<file path="config.mk">
export PLATFORM = sky130hd
export DESIGN_NAME = enms_position
export DESIGN_NICKNAME = d
export VERILOG_FILES = /design/src/design/enms_pkg.sv /design/src/design/enms_position.sv
export SDC_FILE = /design/constraint.sdc
export NUM_CORES = 1
export LEC_CHECK = 0
export BUFFER_PORTS_ARGS = -buffer_cell sky130_fd_sc_hd__buf_4
export CAP_MARGIN = 20
export CORE_MARGIN = 2
export CORE_UTILIZATION = 45
export DETAILED_ROUTE_END_ITERATION = 16
export PLACE_DENSITY = 0.71
export SLEW_MARGIN = 10
export SYNTH_ARGS = -nofsm -noshare
export SYNTH_HDL_FRONTEND = slang
export SYNTH_SLANG_ARGS = --single-unit
</file>
<file path="constraint.sdc">
create_clock -name clk -period 5.4 [get_ports clk]
set_input_delay 0.54 -clock clk [delete_from_list [all_inputs] [get_ports clk]]
set_output_delay 0.54 -clock clk [all_outputs]
set_load 0.01 [all_outputs]
</file>
<file path="src/design/enms_pkg.sv">
`default_nettype none

package enms_pkg;

  // fixed field widths
  localparam int MAG_BITS        = 16;
  localparam int ANGLE_BITS      = 8;
  localparam int FRAME_W_BITS    = 11;
  localparam int FRAME_H_BITS    = 13;
  localparam int ROW_BITS        = 13;
  localparam int CFG_INDEX_BITS  = 2;
  localparam int CFG_DATA_BITS   = 16;

  localparam int MAX_WIDTH_DEFAULT = 1024;
  localparam int MAX_HEIGHT        = 4096;

  localparam logic [FRAME_W_BITS-1:0] FRAME_WIDTH_RESET   = 11'd640;
  localparam logic [FRAME_H_BITS-1:0] FRAME_HEIGHT_RESET  = 13'd480;
  localparam logic [MAG_BITS-1:0]     MIN_MAGNITUDE_RESET = 16'd50;

  // configuration register indexes
  localparam logic [CFG_INDEX_BITS-1:0] CFG_FRAME_WIDTH   = 2'd0;
  localparam logic [CFG_INDEX_BITS-1:0] CFG_FRAME_HEIGHT  = 2'd1;
  localparam logic [CFG_INDEX_BITS-1:0] CFG_MIN_MAGNITUDE = 2'd2;

  // command codes
  localparam logic CMD_PIXEL = 1'b0;
  localparam logic CMD_FLUSH = 1'b1;

  typedef struct packed {
    logic                  command;
    logic [MAG_BITS-1:0]   magnitude;
    logic [ANGLE_BITS-1:0] angle;
  } pixel_t;

  typedef struct packed {
    logic [MAG_BITS-1:0] value;
    logic                end_of_frame;
  } result_t;

  // what the position counter tells the thinning stage about one item
  typedef struct packed {
    logic ending;
    logic has_result;
    logic pass_through;
    logic border;
  } pos_flags_t;

endpackage

`default_nettype wire

</file>
<file path="src/design/enms_position.sv">
`default_nettype none

module enms_position
  import enms_pkg::*;
#(
  parameter int MAX_WIDTH = MAX_WIDTH_DEFAULT
) (
  input  wire logic                                 clk,
  input  wire logic                                 rst,
  input  wire logic                                 advance,
  input  wire logic [$clog2(MAX_WIDTH+1)-1:0]       width_eff,
  input  wire logic [ROW_BITS-1:0]                  height_eff,
  output logic      [$clog2(MAX_WIDTH)-1:0]         col,
  output pos_flags_t                                flags
);

  localparam int CW = $clog2(MAX_WIDTH);
  localparam int WW = $clog2(MAX_WIDTH + 1);

  logic [ROW_BITS-1:0] row;
  logic [ROW_BITS-1:0] centre_row;
  logic [WW-1:0]       col_wide;
  logic [WW-1:0]       col_inc;
  logic                col_zero;

  assign col_wide = WW'(col);
  assign col_inc  = col_wide + WW'(1);
  assign col_zero = (col == '0);

  // centre pixel sits one row and one column back
  assign centre_row = col_zero ? (row - ROW_BITS'(2)) : (row - ROW_BITS'(1));

  always_comb begin
    flags.ending       = (row > height_eff);
    flags.has_result   = flags.ending || (!col_zero && row != '0) ||
                         (col_zero && row >= ROW_BITS'(2));
    flags.pass_through = (centre_row == '0) || (centre_row >= height_eff - ROW_BITS'(1));
    flags.border       = col_zero || (col == CW'(1)) || (col_wide >= width_eff);
  end

  always_ff @(posedge clk) begin
    if (rst) begin
      col <= '0;
      row <= '0;
    end else if (advance) begin
      if (flags.ending) begin
        col <= '0;
        row <= '0;
      end else if (col_inc >= width_eff) begin
        col <= '0;
        row <= row + ROW_BITS'(1);
      end else begin
        col <= col_inc[CW-1:0];
      end
    end
  end

endmodule

`default_nettype wire

</file>
==> out/metrics.cfg <==
[clock_network]
root_buffer = clkbuf_8
clockBufferDepth = 2
cts_inserted_buffers = 3
holdBufCountCts = 0
htreeDepth = 1
cts.repair.resized = 0
insertion_delay_ns = 0.26
cts_tree = done
cts.clk_slew.worst_paths_ns = 0.09
post_cts_buffers = 0
clock_sinks = 23

[worst_setup_path]
path_class = reg -> out
path_cells = nor4_4, and3_1, mux2i_4, nand2_1, xnor2_1, ha_1, a21o_1, a21o_1, a21o_1, a21oi_1, o21ai_0, a221oi_1, o41ai_2, buf_4
end_kind = output port
cpMostUsedCell = a21o_1
critPathArrivalTime_ns = 3.75
worst_ep_required_time_ns = 4.86
worstSetupStartpointType = flop
cpPeakStageDelay_ns = 0.43
cpMaxStageDelayCell = dfxtp_1
crit_path_max_fanout = 9

[synthesis]
ys_seq_area_share_pct = 14.6
avgSynthCellArea_sq_um = 8.04
yosysWarnings = 0
synth_top_cell_by_area = ha_1
synthesis.nets = 475
ys_top_cells_by_area = ha_1, dfxtp_1, xnor2_1, a21oi_1, a21o_1
synth.top_cell.area_share_pct = 22.7
yosysUniqueCellTypes = 55
postSynthCellCount = 391
synthesis.area_sq_mm = 0.00314
synthFlopType = dfxtp_1
synth_seq_cells = 23
synth-async-reset-ratio_pct = 0
synth_edf_count = 0

[floorplan]
die_w_microns = 87.6
die_area_sq_mm = 0.00767
ios = 41
die_h_microns = 87.6
core_sq_mm = 0.00679
start_util_pct = 46.3
num_rows = 30

[placed_design]
gp_congestion = 0.841
io_buffer_count = 40
hpwl_mm = 6.13
dpl_cell_area_sq_mm = 0.00350
pre_cts_slack_ns = 1.43

[cells_and_area]
final_common_cell = ha_1
layout.nets = 507
diodes = 0
area_growth_pct = 12.9
fin_area_sq_mm = 0.00355
nFillCells = 661
layout-drive-gt1-share_pct = 14.0
layout_common_cells = ha_1, buf_4, inv_1

[drt]
vias = 2958
ant_nets = 0
drc = 0
drt-initial-drc-count = 113
drt_pass1_iterations = 4
viasPerCell = 5.71
wirelength_mm = 7.68
routedWlPerCell_microns = 14.8

[global_route]
antenna_found_initial = 0
grt_pass1_vias = 2896
grt_pass1_wl_mm = 13.2
grt_max_degree = 21
overflow = 0
grt_usage_pct = 20.9

[timing]
finalHoldViolations = 0
post-route-period-util_pct = 79.4
grt_setup_unrepaired = false
fmax_ghz = 0.233
slew_viol_final = 0
setup_viol_count_final = 0
tightest_slew_ns = 0.832
min_period_ns = 4.29
skew_ns = 0.00329
relSlewSlack_pct = 44.3
fin_setup_tns_ns = 0
layout_setup_ws_ns = 1.11

[power]
power_density_mw_per_mm2 = 109
p_leak_nw = 1.69
peakVddDrop_v = 0.0000733

[worst_hold_path]
hp-class = in -> reg

[outcome]
outcome = finished clean

[flow_run]
maxCapViolCount = 0

-- cells by family after synthesis --
logic type	count (synthesis)	synth area share [%]
AOI/OAI and AO/OA	104	22.0
adders and majority gates	57	22.7
buffers and inverters	48	6.41
and+or+nand+nor	125	24.3
muxes	3	1.35
xor gates and xnor gates	31	8.64
DFF	23	14.6
-- Yosys cell counts, types with 3 or more instances --
cell and number:
nor3_1 8, and3_1 11, xor2_1 10, a211oi_1 6, buf_2 5, ha_1 57
nand4b_1 9, nor4_1 4, nand2b_1 4, xnor2_1 21, o211ai_1 5, or4_1 4
o21ai_0 17, nor2_1 13, a21o_1 17, nand3_1 14, a21oi_1 32, clkbuf_1 7
nand4_1 7, nand2_1 23, a22oi_1 3, nand3b_1 7, or3_1 6, a31oi_1 4
dfxtp_1 23, inv_1 34, o31ai_1 4
-- registers in the layout (all words and copies together), names as in the netlist --
| name | cells |
|---|---|
| row | 13 |
| col | 10 |
-- area by class of cell --
class / count / area [sq um] / share of cell area, %
multi-input cells: 320 / 2480 / 70.1
repair buffers: 41 / 308 / 8.68
clock inverters: 1 / 5.00 / 0.141
well taps: 96 / 120 / 3.39
flip-flops and latches: 23 / 460 / 13.0
clock buffers: 3 / 41.3 / 1.16
inverters: 34 / 128 / 3.60
-- critical path, delay by kind of cell, from the launching register on --
| family | cells | cell delay (ns) |
|---|---|---|
| flip-flops | 1 | 0.43 |
| AO/OA/AOI/OAI | 7 | 1.15 |
| multiplexers | 1 | 0.40 |
| AND/OR/NAND/NOR | 3 | 0.88 |
| buffers and inverters | 1 | 0.16 |
| adder cells (fa/ha/maj) | 1 | 0.33 |
| XOR/XNOR | 1 | 0.15 |
-- where the power goes --
| part | total, W | switching (W) | internal (W) | leakage [nW] |
|---|---|---|---|---|
| logic | 0.000103 | 0.0000535 | 0.0000495 | 1.48 |
| clock network | 0.000109 | 0.0000576 | 0.0000515 | 0.0255 |
| registers | 0.000173 | 0.00000221 | 0.000171 | 0.186 |
| total | 0.000385 | 0.000113 | 0.000272 | 1.69 |
-- metal layers --
| layer | track usage (%) | vias up | wire length [microns] |
|---|---|---|---|
| met5 | 0 | - | 0 |
| met2 | 37.5 | 52 | 3710 |
| met1 | 26.6 | 1386 | 3630 |
| met4 | 5.87 | 0 | 145 |
| li1 | - | 1512 | - |
| met3 | 1.98 | 8 | 188 |
-- path summary, 6_finish.rpt --
check | from | to | slack (ns) | cells past startpoint
max | col[3] | flags[1] | 1.11 | 14
min | rst | col[0] | 0.55 | 2
max reg2reg | col[2] | row[11] | 1.39 | 13
min reg2reg | row[11] | row[11] | 0.56 | 2
-- stage by stage --
| stage | hold slack [ns] | power (W) | utilization [%] | std cells |
|---|---|---|---|---|
| finish | 0.553 | 0.000385 | 52.2 | 518 |
| global route | 0.553 | 0.000408 | 52.2 | 518 |
| floorplan | 0.499 | 0.000241 | - | 391 |
| global placement | 0.537 | 0.000277 | 51.5 | 514 |
| CTS | 0.550 | 0.000389 | 52.2 | 518 |
| detailed placement | 0.550 | 0.000280 | 51.5 | 514 |
Note: power is estimated with default switching activity, not from simulation.
